**config.mk**
```make
export PLATFORM = sky130hd
export DESIGN_NAME = bounded_array_list_engine
export DESIGN_NICKNAME = d
export VERILOG_FILES = /design/src/hw/rtl/bale_pkg.sv /design/src/hw/rtl/bale_store.sv /design/src/hw/rtl/bale_seq.sv /design/src/hw/rtl/bounded_array_list_engine.sv
export SDC_FILE = /design/constraint.sdc
export NUM_CORES = 1
export LEC_CHECK = 0
export ABC_AREA = 0
export BUFFER_PORTS_ARGS = -buffer_cell sky130_fd_sc_hd__buf_2
export CAP_MARGIN = 20
export CORE_ASPECT_RATIO = 2
export CORE_MARGIN = 5
export CORE_UTILIZATION = 50
export CTS_CLUSTER_SIZE = 10
export DETAILED_ROUTE_END_ITERATION = 16
export GPL_ROUTABILITY_DRIVEN = 0
export PLACE_DENSITY = 0.69
export SYNTH_ARGS = -nofsm -noshare
export SYNTH_HDL_FRONTEND = slang
export SYNTH_SLANG_ARGS = --single-unit
```
**constraint.sdc**
```tcl
create_clock -name clk -period 10.1 [get_ports clk]
set_input_delay 1.515 -clock clk [delete_from_list [all_inputs] [get_ports clk]]
set_output_delay 1.515 -clock clk [all_outputs]
set_load 0.05 [all_outputs]
```
**src/hw/rtl/bale_pkg.sv**
```systemverilog
`default_nettype none
package bale_pkg;

    // List geometry
    localparam int CAPACITY = 8;
    localparam int IDX_W    = (CAPACITY > 1) ? $clog2(CAPACITY) : 1;
    localparam int CNT_W    = $clog2(CAPACITY + 1);
    localparam int WORD_W   = 32;
    localparam int POS_W    = 8;
    localparam int OP_W     = 4;
    localparam int STAT_W   = 2;
    localparam int CNTF_W   = 4;

    typedef logic [IDX_W-1:0]         idx_t;
    typedef logic [CNT_W-1:0]         cnt_t;
    typedef logic signed [WORD_W-1:0] word_t;
    typedef logic [POS_W-1:0]         pos_t;
    typedef logic [OP_W-1:0]          op_t;
    typedef logic [STAT_W-1:0]        stat_t;

    // Operation codes
    localparam op_t OP_INS_FRONT = 4'd0;
    localparam op_t OP_INS_BACK  = 4'd1;
    localparam op_t OP_RM_FRONT  = 4'd2;
    localparam op_t OP_RM_BACK   = 4'd3;
    localparam op_t OP_DEDUP     = 4'd4;
    localparam op_t OP_READ_POS  = 4'd5;
    localparam op_t OP_FIRST     = 4'd6;
    localparam op_t OP_LAST      = 4'd7;
    localparam op_t OP_SUCC      = 4'd8;
    localparam op_t OP_PRED      = 4'd9;

    // Status codes
    localparam stat_t ST_OK    = 2'd0;
    localparam stat_t ST_FULL  = 2'd1;
    localparam stat_t ST_EMPTY = 2'd2;
    localparam stat_t ST_RANGE = 2'd3;

    localparam word_t NO_DATA = '1;

    // Finished result handed from the sequencer to the output stage
    typedef struct packed {
        word_t data;
        stat_t status;
        cnt_t  count;
    } res_t;

endpackage
`default_nettype wire

```
**src/hw/rtl/bale_store.sv**
```systemverilog
`default_nettype none
module bale_store (
    input  wire logic           clk,
    input  wire logic           wr_en,
    input  wire bale_pkg::idx_t wr_addr,
    input  wire bale_pkg::word_t wr_data,
    input  wire bale_pkg::idx_t rd_addr,
    output bale_pkg::word_t     rd_data
);
    import bale_pkg::*;

    word_t mem [CAPACITY];
    word_t rd_data_reg;

    // One write port, one registered read port
    always_ff @(posedge clk)
    begin
        if (wr_en)
        begin
            mem[wr_addr] <= wr_data;
        end
        rd_data_reg <= mem[rd_addr];
    end

    assign rd_data = rd_data_reg;

endmodule
`default_nettype wire

```
**src/hw/rtl/bale_seq.sv**
```systemverilog
`default_nettype none
module bale_seq (
    input  wire logic             clk,
    input  wire logic             rst_n,
    input  wire logic             in_valid,
    output logic                  in_ready,
    input  wire bale_pkg::op_t    operation,
    input  wire bale_pkg::word_t  value,
    input  wire bale_pkg::pos_t   position,
    output logic                  res_valid,
    output bale_pkg::res_t        res,
    input  wire logic             res_take
);
    import bale_pkg::*;

    localparam int ST_W = 4;
    localparam logic [ST_W-1:0] S_IDLE    = 4'd0;
    localparam logic [ST_W-1:0] S_UP_RD   = 4'd1;
    localparam logic [ST_W-1:0] S_UP_WR   = 4'd2;
    localparam logic [ST_W-1:0] S_PUT     = 4'd3;
    localparam logic [ST_W-1:0] S_DN_RD   = 4'd4;
    localparam logic [ST_W-1:0] S_DN_WR   = 4'd5;
    localparam logic [ST_W-1:0] S_RD_WAIT = 4'd6;
    localparam logic [ST_W-1:0] S_DD_GET  = 4'd7;
    localparam logic [ST_W-1:0] S_DD_CMP  = 4'd8;
    localparam logic [ST_W-1:0] S_DONE    = 4'd9;

    logic [ST_W-1:0] state_reg, state_next;
    cnt_t  count_reg, count_next;
    cnt_t  k_reg, k_next;        // shift index, or scan index in dedup
    cnt_t  w_reg, w_next;        // kept entries in dedup
    cnt_t  m_reg, m_next;        // compare index in dedup
    word_t cand_reg, cand_next;
    word_t val_reg, val_next;
    word_t data_reg, data_next;
    stat_t stat_reg, stat_next;

    logic  wr_en;
    idx_t  wr_addr;
    word_t wr_data;
    idx_t  rd_addr;
    word_t rd_data;

    bale_store u_store (
        .clk     (clk),
        .wr_en   (wr_en),
        .wr_addr (wr_addr),
        .wr_data (wr_data),
        .rd_addr (rd_addr),
        .rd_data (rd_data)
    );

    // Widened operands for the range checks
    logic [POS_W:0] pos_x, cnt_x, pos_inc;
    logic [CNT_W:0] k_inc, k_inc2, m_inc, cnt_w;
    logic           same;
    logic           keep, adv;
    word_t          keep_val;

    assign pos_x   = {1'b0, position};
    assign cnt_x   = (POS_W + 1)'(count_reg);
    assign pos_inc = pos_x + 1'b1;
    assign cnt_w   = {1'b0, count_reg};
    assign k_inc   = {1'b0, k_reg} + 1'b1;
    assign k_inc2  = {1'b0, k_reg} + 2'd2;
    assign m_inc   = {1'b0, m_reg} + 1'b1;

    // The dedup value comparator
    assign same = (rd_data == cand_reg);

    assign in_ready  = (state_reg == S_IDLE);
    assign res_valid = (state_reg == S_DONE);
    assign res       = '{data: data_reg, status: stat_reg, count: count_reg};

    // Sequencer
    always_comb
    begin
        state_next = state_reg;
        count_next = count_reg;
        k_next     = k_reg;
        w_next     = w_reg;
        m_next     = m_reg;
        cand_next  = cand_reg;
        val_next   = val_reg;
        data_next  = data_reg;
        stat_next  = stat_reg;
        wr_en      = 1'b0;
        wr_addr    = '0;
        wr_data    = value;
        rd_addr    = '0;
        keep       = 1'b0;
        adv        = 1'b0;
        keep_val   = cand_reg;

        unique case (state_reg)
            S_IDLE:
            begin
                if (in_valid)
                begin
                    data_next  = NO_DATA;
                    stat_next  = ST_OK;
                    val_next   = value;
                    state_next = S_DONE;
                    unique case (operation)
                        OP_INS_FRONT:
                        begin
                            if (cnt_w >= (CNT_W + 1)'(CAPACITY))
                            begin
                                stat_next = ST_FULL;
                            end
                            else if (count_reg == '0)
                            begin
                                wr_en      = 1'b1;
                                wr_addr    = '0;
                                count_next = count_reg + 1'b1;
                            end
                            else
                            begin
                                k_next     = count_reg;
                                state_next = S_UP_RD;
                            end
                        end
                        OP_INS_BACK:
                        begin
                            if (cnt_w >= (CNT_W + 1)'(CAPACITY))
                            begin
                                stat_next = ST_FULL;
                            end
                            else
                            begin
                                wr_en      = 1'b1;
                                wr_addr    = count_reg[IDX_W-1:0];
                                count_next = count_reg + 1'b1;
                            end
                        end
                        OP_RM_FRONT:
                        begin
                            if (count_reg == '0)
                            begin
                                stat_next = ST_EMPTY;
                            end
                            else if (count_reg == cnt_t'(1))
                            begin
                                count_next = '0;
                            end
                            else
                            begin
                                k_next     = '0;
                                state_next = S_DN_RD;
                            end
                        end
                        OP_RM_BACK:
                        begin
                            if (count_reg == '0)
                                stat_next = ST_EMPTY;
                            else
                                count_next = count_reg - 1'b1;
                        end
                        OP_DEDUP:
                        begin
                            if (count_reg != '0)
                            begin
                                rd_addr    = '0;
                                k_next     = '0;
                                w_next     = '0;
                                state_next = S_DD_GET;
                            end
                        end
                        OP_READ_POS:
                        begin
                            if (pos_x < cnt_x)
                            begin
                                rd_addr    = position[IDX_W-1:0];
                                state_next = S_RD_WAIT;
                            end
                            else
                            begin
                                stat_next = ST_RANGE;
                            end
                        end
                        OP_FIRST:
                        begin
                            if (count_reg == '0)
                            begin
                                stat_next = ST_EMPTY;
                            end
                            else
                            begin
                                rd_addr    = '0;
                                state_next = S_RD_WAIT;
                            end
                        end
                        OP_LAST:
                        begin
                            if (count_reg == '0)
                            begin
                                stat_next = ST_EMPTY;
                            end
                            else
                            begin
                                rd_addr    = idx_t'(count_reg - 1'b1);
                                state_next = S_RD_WAIT;
                            end
                        end
                        OP_SUCC:
                        begin
                            if (pos_inc < cnt_x)
                            begin
                                rd_addr    = pos_inc[IDX_W-1:0];
                                state_next = S_RD_WAIT;
                            end
                            else
                            begin
                                stat_next = ST_RANGE;
                            end
                        end
                        OP_PRED:
                        begin
                            if (position != '0 && pos_x < cnt_x)
                            begin
                                rd_addr    = idx_t'(position - 1'b1);
                                state_next = S_RD_WAIT;
                            end
                            else
                            begin
                                stat_next = ST_RANGE;
                            end
                        end
                        default:
                        begin
                        end
                    endcase
                end
            end

            // Insert at front: move entries up, top first
            S_UP_RD:
            begin
                rd_addr    = idx_t'(k_reg - 1'b1);
                state_next = S_UP_WR;
            end
            S_UP_WR:
            begin
                wr_en   = 1'b1;
                wr_addr = k_reg[IDX_W-1:0];
                wr_data = rd_data;
                if (k_reg == cnt_t'(1))
                begin
                    state_next = S_PUT;
                end
                else
                begin
                    k_next     = k_reg - 1'b1;
                    state_next = S_UP_RD;
                end
            end
            S_PUT:
            begin
                wr_en      = 1'b1;
                wr_addr    = '0;
                wr_data    = val_reg;
                count_next = count_reg + 1'b1;
                state_next = S_DONE;
            end

            // Remove at front: move entries down, bottom first
            S_DN_RD:
            begin
                rd_addr    = k_inc[IDX_W-1:0];
                state_next = S_DN_WR;
            end
            S_DN_WR:
            begin
                wr_en   = 1'b1;
                wr_addr = k_reg[IDX_W-1:0];
                wr_data = rd_data;
                k_next  = k_reg + 1'b1;
                if (k_inc2 < cnt_w)
                begin
                    state_next = S_DN_RD;
                end
                else
                begin
                    count_next = count_reg - 1'b1;
                    state_next = S_DONE;
                end
            end

            S_RD_WAIT:
            begin
                data_next  = rd_data;
                state_next = S_DONE;
            end

            // Dedup: compact in place, each candidate checked against kept ones
            S_DD_GET:
            begin
                cand_next = rd_data;
                if (w_reg == '0)
                begin
                    keep     = 1'b1;
                    keep_val = rd_data;
                end
                else
                begin
                    rd_addr    = '0;
                    m_next     = '0;
                    state_next = S_DD_CMP;
                end
            end
            S_DD_CMP:
            begin
                if (same)
                begin
                    adv = 1'b1;
                end
                else if (m_inc == {1'b0, w_reg})
                begin
                    keep = 1'b1;
                end
                else
                begin
                    m_next  = m_reg + 1'b1;
                    rd_addr = m_inc[IDX_W-1:0];
                end
            end

            S_DONE:
            begin
                if (res_take)
                    state_next = S_IDLE;
            end

            default:
            begin
                state_next = S_IDLE;
            end
        endcase

        // Dedup bookkeeping: store a kept value, then step to the next entry
        if (keep)
        begin
            wr_en   = 1'b1;
            wr_addr = w_reg[IDX_W-1:0];
            wr_data = keep_val;
            w_next  = w_reg + 1'b1;
            adv     = 1'b1;
        end
        if (adv)
        begin
            if (k_inc == cnt_w)
            begin
                count_next = w_next;
                state_next = S_DONE;
            end
            else
            begin
                k_next     = k_reg + 1'b1;
                rd_addr    = k_inc[IDX_W-1:0];
                state_next = S_DD_GET;
            end
        end
    end

    // Control state
    always_ff @(posedge clk or negedge rst_n)
    begin
        if (!rst_n)
        begin
            state_reg <= S_IDLE;
            count_reg <= '0;
        end
        else
        begin
            state_reg <= state_next;
            count_reg <= count_next;
        end
    end

    // Working registers
    always_ff @(posedge clk)
    begin
        k_reg    <= k_next;
        w_reg    <= w_next;
        m_reg    <= m_next;
        cand_reg <= cand_next;
        val_reg  <= val_next;
        data_reg <= data_next;
        stat_reg <= stat_next;
    end

endmodule
`default_nettype wire

```
**src/hw/rtl/bounded_array_list_engine.sv**
```systemverilog
`default_nettype none
// Channel  Dir  Fields (low bit first)
// s_axis   in   tuser: operation[3:0]; tdata: value[31:0], position[39:32]
// m_axis   out  tdata: data[31:0], status[33:32], count[37:34],
//               is_empty[38], is_full[39]
//
// One request at a time through a sequencer around a list store with one write and one read port.
// Back insert/remove and refusals go straight to the result; reads first wait for
// the registered store read. Front insert moves the entries up one by one, then
// writes the new value; front remove moves them down. Dedup compares one pair at a time.
// Reset clears the count; list contents need no clearing.
// A finished result sits in the output register while the next request enters.
module bounded_array_list_engine (
    input  wire logic        clk,
    input  wire logic        rst_n,
    input  wire logic        s_axis_tvalid,
    output logic             s_axis_tready,
    input  wire logic [39:0] s_axis_tdata,   // value, position
    input  wire logic [3:0]  s_axis_tuser,   // operation
    output logic             m_axis_tvalid,
    input  wire logic        m_axis_tready,
    output logic [39:0]      m_axis_tdata    // data, status, count, is_empty, is_full
);
    import bale_pkg::*;

    logic res_valid;
    res_t res;
    logic res_take;

    logic out_valid_reg, out_valid_next;
    res_t out_res_reg;

    bale_seq u_seq (
        .clk       (clk),
        .rst_n     (rst_n),
        .in_valid  (s_axis_tvalid),
        .in_ready  (s_axis_tready),
        .operation (s_axis_tuser),
        .value     (s_axis_tdata[31:0]),
        .position  (s_axis_tdata[39:32]),
        .res_valid (res_valid),
        .res       (res),
        .res_take  (res_take)
    );

    // Output register: loads when empty or being drained
    assign res_take = res_valid && (!out_valid_reg || m_axis_tready);

    always_comb
    begin
        out_valid_next = out_valid_reg;
        if (res_take)
            out_valid_next = 1'b1;
        else if (m_axis_tready)
            out_valid_next = 1'b0;
    end

    always_ff @(posedge clk or negedge rst_n)
    begin
        if (!rst_n)
            out_valid_reg <= 1'b0;
        else
            out_valid_reg <= out_valid_next;
    end

    always_ff @(posedge clk)
    begin
        if (res_take)
            out_res_reg <= res;
    end

    // Pack the result transfer
    assign m_axis_tvalid = out_valid_reg;
    assign m_axis_tdata  = {
        (out_res_reg.count == cnt_t'(CAPACITY)),
        (out_res_reg.count == '0),
        CNTF_W'(out_res_reg.count),
        out_res_reg.status,
        out_res_reg.data
    };

endmodule
`default_nettype wire
```
==> results.yml <==
status:
  outcome: "finished, final reports clean"
cells_and_area:
  layout_commonest_cell: "edfxtp_1"
  largest_reg_flops: 256
  top_register: "u_seq.u_store.mem"
  fin_nets: 1641
  final_util: 0.562
  layout_common_cells: "edfxtp_1, a21boi_0, buf_2"
  drive_gt1_frac: 0.185
  n_antenna_cell: 0
  synthToLayoutAreaGrowth_pct: 11.7
power:
  clockPowerShare: 0.445
  comb_power_share: 0.018
  pwr_density_cell_nw_per_um2: 164
  p_sw_uw: 745
  sw_frac_of_total: 0.200
  pwr-share-seq: 0.537
  p_leak_nw: 7.80
  p_int_mw: 2.97
  vdd_drop_max_mv: 0.126
sta:
  finalCritPeriodShare: 0.466
  worst_pin_slew_ps: 1070
  timing.hold.ws_ps: 416
  setup_viol: 0
  skew_ps: 27.3
  relSlewSlack: 0.285
  hold_viol_final: 0
  max_freq_mhz: 212
  final.min_clock_period_ps: 4710
  rsz0062_at_grt: "false"
  fin_tns_setup_ps: 0
  maxSlewViolCount: 0
grt:
  top_usage_layer: "met2"
  grt_pass1_vias: 13600
  antenna_found_initial: 0
  grt_overflow: 0
  grt_util_met2: 0.396
  grt_usage: 0.222
  grt_pass1_wl_mm: 77.5
  grt_max_degree: 251
  grtUsageMet1: 0.241
  gr-usage-met3: 0.0276
min_path:
  hold_depth: 0
  whs_endpoint: "m_axis_tdata[29]"
  hp-start: "u_seq.data_reg[29]"
  worst_hold_path_type: "flip-flop to flip-flop"
floorplanning:
  fp.dieW_um: 152
  initial_core_util: 0.503
  die-area_um2: 44800
  coreArea_um2: 40200
  ios: 90
  die_y_um: 295
  rows: 104
synthesis:
  syn-num-nets: 1592
  yosysUniqueCellTypes: 94
  syn_area_um2: 20200
  synth.ff_latch_count: 445
  yosysSeqAreaShare: 0.638
  syn_area_per_cell_um2: 13.3
  synthCells: 1518
  synth_enable_flop_cells: 396
  async_reset_ff_frac: 0.0202
  yosysWarnings: 0
  synth_ff_type: "edfxtp_1"
clocking:
  htreeDepth: 2
  cts_buffers: 50
  clkSinkCount: 445
  cts_root_buf: "clkbuf_16"
  hold_buffers: 0
  tritoncts: "built"
  cts_setup_buffers: 0
  clock_latency_ps: 580
  ctsResizeCount: 0
  cts_buffer_depth: 3
  path_clk_slew_ps: 50
setup_path:
  crit_type: "flip-flop to flip-flop"
  critPathLaunchType: "flip-flop"
  cp-end-kind: "flip-flop"
  cp.arrival_ps: 5150
  r2r_slack_ps: 5390
  cp_max_fo: 122
  timing.rr.end: "u_seq.u_store.rd_data[28]"
  required_ps: 10530
  r2r_cells: 12
  r2r_start: "u_seq.u_store.rd_data[9]"
detailed_routing:
  drt_first_pass_iters: 7
  drc: 0
  routed_via_density: 6.24
  vias: 13300
  drt_wl_total_mm: 50.9
  postRouteAntennaNets: 0
  drtIter0Drc: 940
  wl_per_cell_um: 23.8
placement:
  numPortBuffers: 89
  hpwl_mm: 32.4
run:
  cap_violations: 0
==> metrics by stage <==
stage	cells	total power [mW]	setup slack (ps)	area, um^2
after global routing	2138	3.83	5260	22600
after detailed placement	2043	2.10	4920	21100
after floorplan	1518	2.07	5570	20200
after CTS	2136	3.75	5150	22600
after global placement	2043	2.10	4970	21100
final	2138	3.72	5390	22600
==> metal layers <==
layer | up-vias | wire length, um
met1 | 6534 | 17900
li1 | 6069 | -
met4 | 0 | 4070
met5 | - | 0
met3 | 191 | 2940
met2 | 539 | 26000
==> worst max path at each step <==
| stage | from | end | slack [ps] | cells past startpoint |
|---|---|---|---|---|
| floorplan | s_axis_tuser[0] | u_seq.u_store.mem[6][0] | 5570 | 9 |
| global placement | s_axis_tdata[32] | u_seq.u_store.rd_data[30] | 4970 | 14 |
| detailed placement | s_axis_tdata[33] | u_seq.u_store.rd_data[30] | 4920 | 14 |
| CTS | u_seq.u_store.rd_data[9] | u_seq.u_store.rd_data[28] | 5150 | 11 |
| global route | u_seq.u_store.rd_data[9] | u_seq.u_store.rd_data[25] | 5260 | 12 |
| finish | u_seq.u_store.rd_data[9] | u_seq.u_store.rd_data[28] | 5390 | 12 |
==> critical path: stages (launching register included) <==
cell and delay, ps:
dfxtp_1 620, xor2_1 610, nor4_1 160, nand4_1 300
nor2_4 130, o21a_2 270, o211ai_4 160, buf_4 840
buf_4 400, buf_16 350, a21boi_0 170, o32ai_1 350
mux2i_1 110
==> cell type report <==
cell class                 count  area [um^2]
inverter                      27          101
sequential                   445        12900
timing repair buffer         117          696
fill                        3161        17600
multi-input combinational    926         6740
tap                          530          663
clock inverter                 3         55.1
clock buffer                  90         1430
==> cell families (layout without fill, tap and decap cells) <==
family	count (synthesis)	count (layout)	synth area share
XOR/XNOR	45	45	0.0209
AND/OR/NAND/NOR	304	304	0.0806
flip-flops	445	445	0.638
AO/OA/AOI/OAI	510	510	0.191
buffers and inverters	147	237	0.0328
multiplexers	41	41	0.0208
adder cells (fa/ha/maj)	26	26	0.0161
==> Yosys cell counts (all sizes together) (27+ instances only) <==
cell type / n / area, um^2
o22ai: 35 / 219
or3: 38 / 243
o32ai: 31 / 272
a21boi: 127 / 953
o21ai: 80 / 400
dfxtp: 40 / 801
nor2: 50 / 195
mux2i: 35 / 350
inv: 27 / 101
xor2: 38 / 333
edfxtp: 396 / 11900
clkbuf: 72 / 270
nand2: 82 / 318
buf: 48 / 293
and3: 36 / 225
nand3: 30 / 150
a31o: 97 / 850
==> power by group through the flow <==
stage	sequential (mW)	clock (mW)	combinational, mW
6_report	1.99	1.66	0.0665
5_1_grt	1.99	1.77	0.0727
3_3_place_gp	2.03	0	0.0637
2_1_floorplan	2.03	0	0.0370
3_5_place_dp	2.03	0	0.0651
4_1_cts	1.99	1.69	0.0656
No activity file was read; power rests on OpenSTA's default activity.
